[src/hw/rtl/rci_pkg.sv]
// shared types, constants and saturating helpers for the ray/cone intersection block
// used by every rtl file of the block but rci_delay; depends on nothing
`timescale 1ns / 1ps

package rci_pkg;

  localparam int unsigned QW    = 48;  // working word, q16.16 in 48 bit signed
  localparam int unsigned MW    = 47;  // magnitude of a working word
  localparam int unsigned RW    = 63;  // sqrt radicand and divider numerator
  localparam int unsigned SQW   = 32;  // square root result
  localparam int unsigned PW    = 94;  // full magnitude product
  localparam int unsigned OW    = 32;  // output word
  localparam int unsigned CFGW  = 32;  // config data
  localparam int unsigned CFGIW = 3;   // config index

  typedef logic signed [QW-1:0] q48_t;

  localparam q48_t QLIM = 48'sh7FFF_FFFF_FFFF;

  typedef enum logic [2:0] {
    OC_TWO_ROOTS  = 3'd0,
    OC_LINEAR     = 3'd1,
    OC_SMALL_DISC = 3'd2,
    OC_C_ZERO     = 3'd3,
    OC_DEGENERATE = 3'd4
  } outcome_e;

  typedef enum logic [CFGIW-1:0] {
    CFG_APEX_X  = 3'd0,
    CFG_APEX_Y  = 3'd1,
    CFG_APEX_Z  = 3'd2,
    CFG_AXIS_X  = 3'd3,
    CFG_AXIS_Y  = 3'd4,
    CFG_AXIS_Z  = 3'd5,
    CFG_SLANT   = 3'd6,
    CFG_EPSILON = 3'd7
  } cfg_idx_e;

  function automatic q48_t sat48(input logic signed [QW+1:0] v);
    q48_t r;
    if (v > 50'sh0_7FFF_FFFF_FFFF) begin
      r = QLIM;
    end else if (v < -50'sh0_7FFF_FFFF_FFFF) begin
      r = -QLIM;
    end else begin
      r = v[QW-1:0];
    end
    return r;
  endfunction

  function automatic q48_t add_sat(input q48_t a, input q48_t b);
    logic signed [QW+1:0] s;
    s = 50'(a) + 50'(b);
    return sat48(s);
  endfunction

  function automatic q48_t sub_sat(input q48_t a, input q48_t b);
    logic signed [QW+1:0] s;
    s = 50'(a) - 50'(b);
    return sat48(s);
  endfunction

  function automatic q48_t dbl_sat(input q48_t a);
    logic signed [QW+1:0] s;
    s = $signed({a[QW-1], a, 1'b0});
    return sat48(s);
  endfunction

  function automatic q48_t quad_sat(input q48_t a);
    logic signed [QW+1:0] s;
    s = $signed({a, 2'b00});
    return sat48(s);
  endfunction

  function automatic logic [MW-1:0] mag(input q48_t v);
    logic [QW-1:0] n;
    n = v[QW-1] ? QW'(-v) : QW'(v);
    return n[MW-1:0];
  endfunction

  function automatic logic near_zero(input q48_t v, input q48_t eps);
    logic [QW-1:0] m;
    m = {1'b0, mag(v)};
    return (v == '0) || (m < QW'(eps));
  endfunction

  function automatic logic signed [OW-1:0] out32(input q48_t v);
    logic signed [OW-1:0] r;
    if (v > 48'sh0000_7FFF_FFFF) begin
      r = 32'sh7FFF_FFFF;
    end else if (v < -48'sh0000_8000_0000) begin
      r = 32'sh8000_0000;
    end else begin
      r = v[OW-1:0];
    end
    return r;
  endfunction

endpackage

[src/hw/rtl/rci_div_cell.sv]
// one cell of a restoring divider chain: settles one quotient bit per cell
// uses rci_pkg widths
`timescale 1ns / 1ps

module rci_div_cell #(
  parameter int unsigned BIT = 0
) (
  input  logic                   clk_i,
  input  logic [rci_pkg::RW-1:0] rem_i,
  input  logic [rci_pkg::MW-1:0] den_i,
  input  logic [rci_pkg::MW-1:0] q_i,
  output logic [rci_pkg::RW-1:0] rem_o,
  output logic [rci_pkg::MW-1:0] den_o,
  output logic [rci_pkg::MW-1:0] q_o
);

  logic [rci_pkg::PW-1:0] trial, diff;
  logic                   ge;
  logic [rci_pkg::RW-1:0] rem_d, rem_q;
  logic [rci_pkg::MW-1:0] q_d, q_q, den_q;

  always_comb begin
    trial = rci_pkg::PW'(den_i) << BIT;
    ge    = rci_pkg::PW'(rem_i) >= trial;
    diff  = rci_pkg::PW'(rem_i) - trial;
    rem_d = ge ? diff[rci_pkg::RW-1:0] : rem_i;
    q_d   = ge ? (q_i | (rci_pkg::MW'(1) << BIT)) : q_i;
  end

  always_ff @(posedge clk_i) begin
    rem_q <= rem_d;
    q_q   <= q_d;
    den_q <= den_i;
  end

  assign rem_o = rem_q;
  assign den_o = den_q;
  assign q_o   = q_q;

endmodule

[config.mk]
export PLATFORM = sky130hd
export DESIGN_NAME = rci_div_cell
export DESIGN_NICKNAME = d
export VERILOG_FILES = /design/src/hw/rtl/rci_pkg.sv /design/src/hw/rtl/rci_div_cell.sv
export SDC_FILE = /design/constraint.sdc
export NUM_CORES = 1
export LEC_CHECK = 0
export ABC_AREA = 1
export BUFFER_PORTS_ARGS = -buffer_cell sky130_fd_sc_hd__buf_4
export CORE_MARGIN = 2
export CORE_UTILIZATION = 50
export CTS_CLUSTER_SIZE = 28
export DETAILED_ROUTE_END_ITERATION = 6
export HOLD_SLACK_MARGIN = 0.1
export PLACE_DENSITY_LB_ADDON = 0.08
export SLEW_MARGIN = 20
export SYNTH_ARGS = -nofsm -noshare
export SYNTH_HDL_FRONTEND = slang
export SYNTH_SLANG_ARGS = --single-unit
[constraint.sdc]
create_clock -name clk_i -period 5.1 [get_ports clk_i]
set_input_delay 0.51 -clock clk_i [delete_from_list [all_inputs] [get_ports clk_i]]
set_output_delay 0.51 -clock clk_i [all_outputs]
set_load 0.005 [all_outputs]
==> results.cfg <==
[final_layout]
fin_cells = 2032
num-fill-cells = 1575
drive_gt1_share_pct = 21.2
syn_to_final_growth_pct = 34.5
mostFrequentLayoutCell = nand2_1
layout_common_cells = nand2_1 (578), inv_1 (317), buf_4 (315)
diodes = 0
fin_nets = 1998

[critical_path]
start_kind = input port
crit_arrival_ns = 3.80
cp-end-kind = flop
path_delay_family = buffers and inverters
path_class = input port to flop
cp_slowest_cell = inv_2
cp_num_buf_inv = 4
crit_required_ns = 5.46
cpMostUsedCell = nand2_1
crit_chain = buf_4 > ha_1 > nand2_1 > inv_1 > nand2_1 > nand2_1 > a21oi_1 > nand2_1 > nand2_1 > nand2_2 > nand2_2 > nand2_4 > inv_2 > buf_4 > nand2_1 > o21ai_0
worstPathMaxFanout = 54
cpPeakStageDelay_ns = 0.80

[floorplan]
fp-row-count = 49
core_region_area_um2 = 17900
dieArea_um2 = 19300
ios = 315
die_h_um = 139
start_util_pct = 50.8
chipWidth_um = 139

[timing]
fmax_ghz = 0.291
rsz0062_at_grt = false
hold_viol = 0
min_period_over_period_pct = 67.3
drv_slew = 0
setup_slack_ns = 1.67
min_period_ns = 3.43
setup_viol = 0
slew_headroom_pct = 31.8
tns_ns = 0
worstMarginPinSlew_ns = 1.02

[run]
cap_violations = 0

[clocking]
cts_root_buf = clkbuf_16
cts_htree_levels = 4
postCtsHoldBufs = 0
tritoncts = done
clock-sinks = 157
cts_buffers = 17
post_cts_buffers = 0
cts_resized = 0
path_clk_slew_ns = 0.07
clock_path_buffers = 2

[detailed_routing]
route.detailed.drc = 0
dr_wl_met3_mm = 2.81
first_iter_violations = 803
met1_length_mm = 12.8
final_antenna_net_count = 0
top_layer = met4
routed-wl-met2_mm = 15.7
vias = 9912
detail_route.wl_per_cell_um = 15.9
dr.pass1.iters = 6
via_per_inst = 4.88
wirelength_mm = 32.3

[grt]
grt_max_degree = 55
grtUsageTotal_pct = 32.8
antenna_found_initial = 0
globalRouteOverflowTotal = 0
grt_pass1_vias = 9503
grt_pass1_wl_mm = 49.6

[placed_design]
port_buffers = 314
hpwlAfterDp_mm = 26.6
pre_cts_slack_ns = 1.34
dpl.cell_count = 2001
gp_congestion = 1.03

[synth]
yosys_warnings = 0
synth-seq-cells = 157
ys_types = 32
yosys.area_share.simple_pct = 36.2
synth_top_family_by_area = simple AND/OR/NAND/NOR gates
syn_inst = 1469
synth_area_um2 = 9100
synth_mux_area_share_pct = 0
synthAdderAreaFrac_pct = 6.82
yosysSeqAreaShare_pct = 34.5
syn_nets = 1676
synth_compound_area_share_pct = 5.42
synth_xor_area_share_pct = 2.89
syn_avg_cell_area_um2 = 6.20

[outcome]
status = complete, no violations

[worst_hold_path]
hp-class = input port to flop
hp-start = q_i[33]
hold_end = q_o[33]$_DFF_P_
holdPathStages = 1

[power]
ir_drop_mv = 0.255
power_leakage_nw = 6.91
power.density_nw_per_um2 = 293
-- synth_stat cells, drive strengths merged --
cell type | count | area [µm²]
ha | 48 | 601
nor3b | 1 | 7.51
a21oi | 48 | 278
buf | 12 | 72.6
or2 | 2 | 12.5
fa | 1 | 20.0
nand3b | 10 | 75.1
nor2 | 117 | 484
o21bai | 2 | 15.0
and3 | 2 | 12.5
a21boi | 1 | 7.51
and2 | 2 | 12.5
nand4 | 11 | 68.8
o21a | 1 | 7.51
dfxtp | 157 | 3140
nand2 | 584 | 2210
nor4 | 5 | 37.5
xnor2 | 30 | 263
inv | 323 | 1210
nor3 | 5 | 25.0
nand3 | 70 | 350
o21ai | 37 | 185
-- flip-flops by register name, summed over array words and instances (netlist names) --
signal  flops
den_o      47
q_o        47
rem_o      63
-- per-stage QoR --
step / power (mW) / utilization [%] / hold slack [ns] / area [µm²]
floorplan: 1.88 / - / 0.538 / 9100
global placement: 2.34 / 65.3 / 0.614 / 11700
detailed placement: 2.35 / 65.3 / 0.616 / 11700
CTS: 3.59 / 68.4 / 0.167 / 12200
global route: 3.74 / 68.4 / 0.166 / 12200
finish: 3.58 / 68.4 / 0.169 / 12200
-- final cells by class --
cell class                 count  area, µm²  area share (%)
multi-input combinational    977       4670            38.2
sequential                   157       3140            25.7
timing repair buffer         315       2360            19.3
inverter                     323       1210            9.90
clock buffer                  18        429            3.50
tap                          229        287            2.34
clock inverter                13        136            1.11
-- power by group --
group	leakage [nW]	switching [mW]	internal (mW)	total (mW)
Sequential	1.32	0.0355	1.35	1.39
Clock	0.270	0.559	0.682	1.24
Combinational	5.31	0.530	0.424	0.954
-- metal layers --
metal / vias up / GRT usage (%)
li1: 5024 / -
met1: 4355 / 38.7
met2: 463 / 57.8
met3: 70 / 8.05
met4: 0 / 12.1
met5: - / 0
-- how the worst max path moves through the flow --
| stage | startpoint | to | slack (ns) | depth (start not counted) |
|---|---|---|---|---|
| floorplan | den_i[2] | rem_o[49]$_DFF_P_ | 2.90 | 16 |
| global placement | rem_i[2] | rem_o[14]$_DFF_P_ | 1.42 | 14 |
| CTS | rem_i[13] | rem_o[2]$_DFF_P_ | 1.75 | 16 |
| global route | rem_i[13] | rem_o[6]$_DFF_P_ | 1.39 | 16 |
| detailed placement | rem_i[2] | rem_o[2]$_DFF_P_ | 1.34 | 15 |
| finish | rem_i[13] | rem_o[2]$_DFF_P_ | 1.67 | 16 |
-- cells by family after synthesis --
logic type	after synthesis
AOI/OAI and AO/OA	89
xor gates and xnor gates	30
DFF	157
adders and majority gates	49
and+or+nand+nor	809
buffers and inverters	335
(Power assumes the default switching activity.)
