File: src/hw/rtl/rci_pkg.sv
// shared types, constants and saturating helpers for the ray/cone intersection block
// used by every rtl file of the block but rci_delay; depends on nothing
`timescale 1ns / 1ps

package rci_pkg;

  localparam int unsigned QW    = 48;  // working word, q16.16 in 48 bit signed
  localparam int unsigned MW    = 47;  // magnitude of a working word
  localparam int unsigned RW    = 63;  // sqrt radicand and divider numerator
  localparam int unsigned SQW   = 32;  // square root result
  localparam int unsigned PW    = 94;  // full magnitude product
  localparam int unsigned OW    = 32;  // output word
  localparam int unsigned CFGW  = 32;  // config data
  localparam int unsigned CFGIW = 3;   // config index

  typedef logic signed [QW-1:0] q48_t;

  localparam q48_t QLIM = 48'sh7FFF_FFFF_FFFF;

  typedef enum logic [2:0] {
    OC_TWO_ROOTS  = 3'd0,
    OC_LINEAR     = 3'd1,
    OC_SMALL_DISC = 3'd2,
    OC_C_ZERO     = 3'd3,
    OC_DEGENERATE = 3'd4
  } outcome_e;

  typedef enum logic [CFGIW-1:0] {
    CFG_APEX_X  = 3'd0,
    CFG_APEX_Y  = 3'd1,
    CFG_APEX_Z  = 3'd2,
    CFG_AXIS_X  = 3'd3,
    CFG_AXIS_Y  = 3'd4,
    CFG_AXIS_Z  = 3'd5,
    CFG_SLANT   = 3'd6,
    CFG_EPSILON = 3'd7
  } cfg_idx_e;

  function automatic q48_t sat48(input logic signed [QW+1:0] v);
    q48_t r;
    if (v > 50'sh0_7FFF_FFFF_FFFF) begin
      r = QLIM;
    end else if (v < -50'sh0_7FFF_FFFF_FFFF) begin
      r = -QLIM;
    end else begin
      r = v[QW-1:0];
    end
    return r;
  endfunction

  function automatic q48_t add_sat(input q48_t a, input q48_t b);
    logic signed [QW+1:0] s;
    s = 50'(a) + 50'(b);
    return sat48(s);
  endfunction

  function automatic q48_t sub_sat(input q48_t a, input q48_t b);
    logic signed [QW+1:0] s;
    s = 50'(a) - 50'(b);
    return sat48(s);
  endfunction

  function automatic q48_t dbl_sat(input q48_t a);
    logic signed [QW+1:0] s;
    s = $signed({a[QW-1], a, 1'b0});
    return sat48(s);
  endfunction

  function automatic q48_t quad_sat(input q48_t a);
    logic signed [QW+1:0] s;
    s = $signed({a, 2'b00});
    return sat48(s);
  endfunction

  function automatic logic [MW-1:0] mag(input q48_t v);
    logic [QW-1:0] n;
    n = v[QW-1] ? QW'(-v) : QW'(v);
    return n[MW-1:0];
  endfunction

  function automatic logic near_zero(input q48_t v, input q48_t eps);
    logic [QW-1:0] m;
    m = {1'b0, mag(v)};
    return (v == '0) || (m < QW'(eps));
  endfunction

  function automatic logic signed [OW-1:0] out32(input q48_t v);
    logic signed [OW-1:0] r;
    if (v > 48'sh0000_7FFF_FFFF) begin
      r = 32'sh7FFF_FFFF;
    end else if (v < -48'sh0000_8000_0000) begin
      r = 32'sh8000_0000;
    end else begin
      r = v[OW-1:0];
    end
    return r;
  endfunction

endpackage

File: src/hw/rtl/rci_sqrt_cell.sv
// one cell of the square root chain: settles one root bit per cell
// uses rci_pkg widths
`timescale 1ns / 1ps

module rci_sqrt_cell #(
  parameter int unsigned BIT = 0
) (
  input  logic                    clk_i,
  input  logic [rci_pkg::RW-1:0]  rem_i,
  input  logic [rci_pkg::SQW-1:0] root_i,
  output logic [rci_pkg::RW-1:0]  rem_o,
  output logic [rci_pkg::SQW-1:0] root_o
);

  logic [rci_pkg::RW+1:0]  trial, diff;
  logic                    ge;
  logic [rci_pkg::RW-1:0]  rem_d, rem_q;
  logic [rci_pkg::SQW-1:0] root_d, root_q;

  always_comb begin
    trial  = ((rci_pkg::RW+2)'(root_i) << (BIT + 1)) + ((rci_pkg::RW+2)'(1) << (2 * BIT));
    ge     = (rci_pkg::RW+2)'(rem_i) >= trial;
    diff   = (rci_pkg::RW+2)'(rem_i) - trial;
    rem_d  = ge ? diff[rci_pkg::RW-1:0] : rem_i;
    root_d = ge ? (root_i | (rci_pkg::SQW'(1) << BIT)) : root_i;
  end

  always_ff @(posedge clk_i) begin
    rem_q  <= rem_d;
    root_q <= root_d;
  end

  assign rem_o  = rem_q;
  assign root_o = root_q;

endmodule

File: config.mk
export PLATFORM = sky130hd
export DESIGN_NAME = rci_sqrt_cell
export DESIGN_NICKNAME = d
export VERILOG_FILES = /design/src/hw/rtl/rci_pkg.sv /design/src/hw/rtl/rci_sqrt_cell.sv
export SDC_FILE = /design/constraint.sdc
export NUM_CORES = 1
export LEC_CHECK = 0
export BUFFER_PORTS_ARGS = -buffer_cell sky130_fd_sc_hd__buf_2
export CORE_ASPECT_RATIO = 1.5
export CORE_MARGIN = 2
export CORE_UTILIZATION = 45
export CTS_CLUSTER_SIZE = 8
export DETAILED_ROUTE_END_ITERATION = 8
export GPL_TIMING_DRIVEN = 0
export PLACE_DENSITY = 0.77
export SETUP_SLACK_MARGIN = 0.2
export SLEW_MARGIN = 20
export SYNTH_ARGS = -nofsm -noshare
export SYNTH_HDL_FRONTEND = slang
export SYNTH_SLANG_ARGS = --single-unit
File: constraint.sdc
create_clock -name clk_i -period 2.5 [get_ports clk_i]
set_input_delay 0.25 -clock clk_i [delete_from_list [all_inputs] [get_ports clk_i]]
set_output_delay 0.25 -clock clk_i [all_outputs]
set_load 0.05 [all_outputs]
==> results by group <==
Outcome
  • Status: completed

Route
  • Pre-antenna DRT Iters: 7
  • WL/cell: 17.0 um
  • DR vias: 5455
  • Starting DRC count in detailed routing: 268
  • DRC: 0
  • Total wire length: 17000 um
  • Via-to-Cell Ratio: 5.44
  • ANT nets after route: 0

Synthesis
  • Yosys Warn Count: 0
  • Area share of the largest cell type after synthesis: 36.6%
  • Post-Synthesis Cells: 603
  • Avg Synthesized Cell Area: 8.62 um^2
  • Yosys top cell by area: dfxtp_1
  • Post-Syn Area: 0.00520 mm^2
  • Number of enable flip-flop cells after synthesis: 0
  • Ranking of synthesized cells by area: dfxtp_1 (37%), ha_1 (7.9%), a21oi_1 (6.0%)
  • Sequential share of the synthesized area: 36.6%
  • Synth async-reset ratio: 0%
  • Most common flop cell mapped by yosys: dfxtp_1
  • FF+latch count, synth: 95
  • Synth unique cells: 67
  • Syn nets: 733

Power and ir drop
  • Worst vdd ir: 0.000367 V
  • Power density cells: 653 mW/mm^2
  • Power Total: 5.15 mW
  • LEAKAGE: 3.51 nW

Die
  • Core ar.: 0.0114 mm^2
  • IO Pins: 191
  • Row Count: 48
  • Starting density of the core: 45.5%
  • Die span in y: 136 um
  • Die ar.: 0.0124 mm^2
  • Die width: 91.8 um

Cells and area
  • Layout Nets: 977
  • Fill count: 881
  • Finished Layout Cells: 1002
  • ANT cells: 0
  • Commonest cells after routing, fill and taps aside: buf_2 (179), dfxtp_1 (95), nor2_1 (62), a21oi_1 (50), nand2_1 (41)
  • Synthesis-to-layout area growth: 51.7%
  • Post-route cell area: 0.00788 mm^2
  • Layout cells sized above 1: 44.7%
  • Most common cell after layout, fill and taps aside: buf_2

Clock tree
  • TritonCTS clock tree: built
  • Root Buffer: clkbuf_16
  • Clock transition at path regs: 80 ps
  • Number of buffers created by CTS: 9
  • Buffer depth of the longest clock path: 2
  • Clock sinks: 95
  • H-tree Lvls: 3

Placement
  • Final Wtd Congestion: 0.902
  • Cell Count Post-Placement: 940
  • Post-DP HPWL: 12300 um
  • IO Port Bufs: 187
  • Area post-placement: 0.00664 mm^2

Job
  • Maxcap violations: 0

Setup path
  • Startpoint Class: primary input
  • Worst EP required: 2780 ps
  • Kind of critical path: in2reg
  • Crit path capture type: register
  • CP max FO: 8
  • Worst Path Arrival: 2690 ps

Global routing
  • Initial antenna violation count: 0
  • Vias in the first global route: 5263
  • First-pass GRT wire length: 24900 um
  • Total GRT Usage: 24.9%
  • Largest net degree at the start of global routing: 19
  • Grt total ovfl: 0

STA
  • Setup TNS: 0 ps
  • Least-Margin Pin Slew: 649 ps
  • Final cycle utilization of the critical path: 96.4%
  • Rel. slew slack: 56.8%
  • Min Tclk post-route: 2410 ps
  • Final setup fails: 0
  • Fmax: 415 MHz
  • Pins over their slew limit: 0
  • Hold Violations, Final: 0
  • RSZ-0062 raised after global routing: true

Hold path
  • Worst hold path class: in2reg
[what timing repair did]
action	4_1_cts	5_1_grt
endpoints found under the setup margin	61	57
hold endpoints to repair	0	5
hold buffers	0	5
buffers inserted	20	20
pin swaps	25	43
gates cloned	0	1
gates resized for setup	40	84
[worst paths after layout]
check	depth (start not counted)	slack, ps	from	end
min	1	3	root_i[23]	root_o[23]
max	13	90	rem_i[30]	rem_o[52]
[report_power, final]
part	switching [mW]	total (mW)	leakage (nW)	internal (mW)
clock	0.659	1.46	0.154	0.799
sequential	0.0442	1.74	0.801	1.69
combinational	1.30	1.95	2.56	0.649
total	2.01	5.15	3.51	3.14
[logic make-up (layout without fill, tap and decap cells)]
family | Yosys count | in the layout | share of synthesized area [%]
buf+inv | 69 | 318 | 5.56
mux | 3 | 3 | 0.650
compound gates | 142 | 142 | 18.0
xor+xnor | 60 | 60 | 10.1
simple gates | 200 | 200 | 20.7
fa+ha+maj | 34 | 34 | 8.33
flops | 95 | 95 | 36.6
[through the flow]
stage / setup slack [ps] / utilization (%) / hold slack [ps]
finish: 90.5 / 69.1 / 2.90
global route: 13.1 / 69.1 / 4.72
CTS: 174 / 64.0 / 5.63
detailed placement: -679 / 58.2 / 367
global placement: -673 / 58.2 / 368
floorplan: 183 / - / 278
[cells in the mapped netlist (5+ instances only)]
library cell	n
a211oi_1	5
a21o_1	10
a21oi_1	62
a31oi_1	5
buf_2	19
dfxtp_1	95
ha_1	33
inv_1	43
nand2_1	46
nand2b_1	5
nand3_1	11
nand3b_1	5
nand4_1	16
nor2_1	65
nor3_1	9
nor4_1	9
o211ai_1	6
o21a_1	5
o21ai_0	15
o31ai_1	5
xnor2_1	34
xor2_1	26
[layout make-up]
| type | count | area, um^2 | share of cell area (%) |
|---|---|---|---|
| multi-input combinational | 439 | 3680 | 46.7 |
| clock buffer | 9 | 225 | 2.86 |
| tap | 150 | 188 | 2.38 |
| sequential | 95 | 1900 | 24.1 |
| clock inverter | 7 | 87.6 | 1.11 |
| buffer | 26 | 233 | 2.95 |
| inverter | 43 | 166 | 2.11 |
| timing repair buffer | 233 | 1400 | 17.8 |
[layer usage]
layer	track usage (%)	vias to the layer above	wire length, um
li1	-	2606	-
met4	10.4	0	546
met3	3.45	46	770
met2	49.9	194	9380
met5	0	-	0
met1	25.1	2609	6330
[sequential cells by signal (all words and copies together) (netlist names)]
name and flops:
root_o 32, rem_o 63
[critical path, stage by stage]
cell and delay, ps:
buf_6 100, ha_4 250, buf_6 110, nand4_1 140, or3_4 430, a2111oi_4 310
buf_4 190, o211ai_4 90, buf_6 160, a211oi_4 200, buf_6 170, nand3_2 80
xnor2_1 200
No activity file was read; power rests on OpenSTA's default activity.
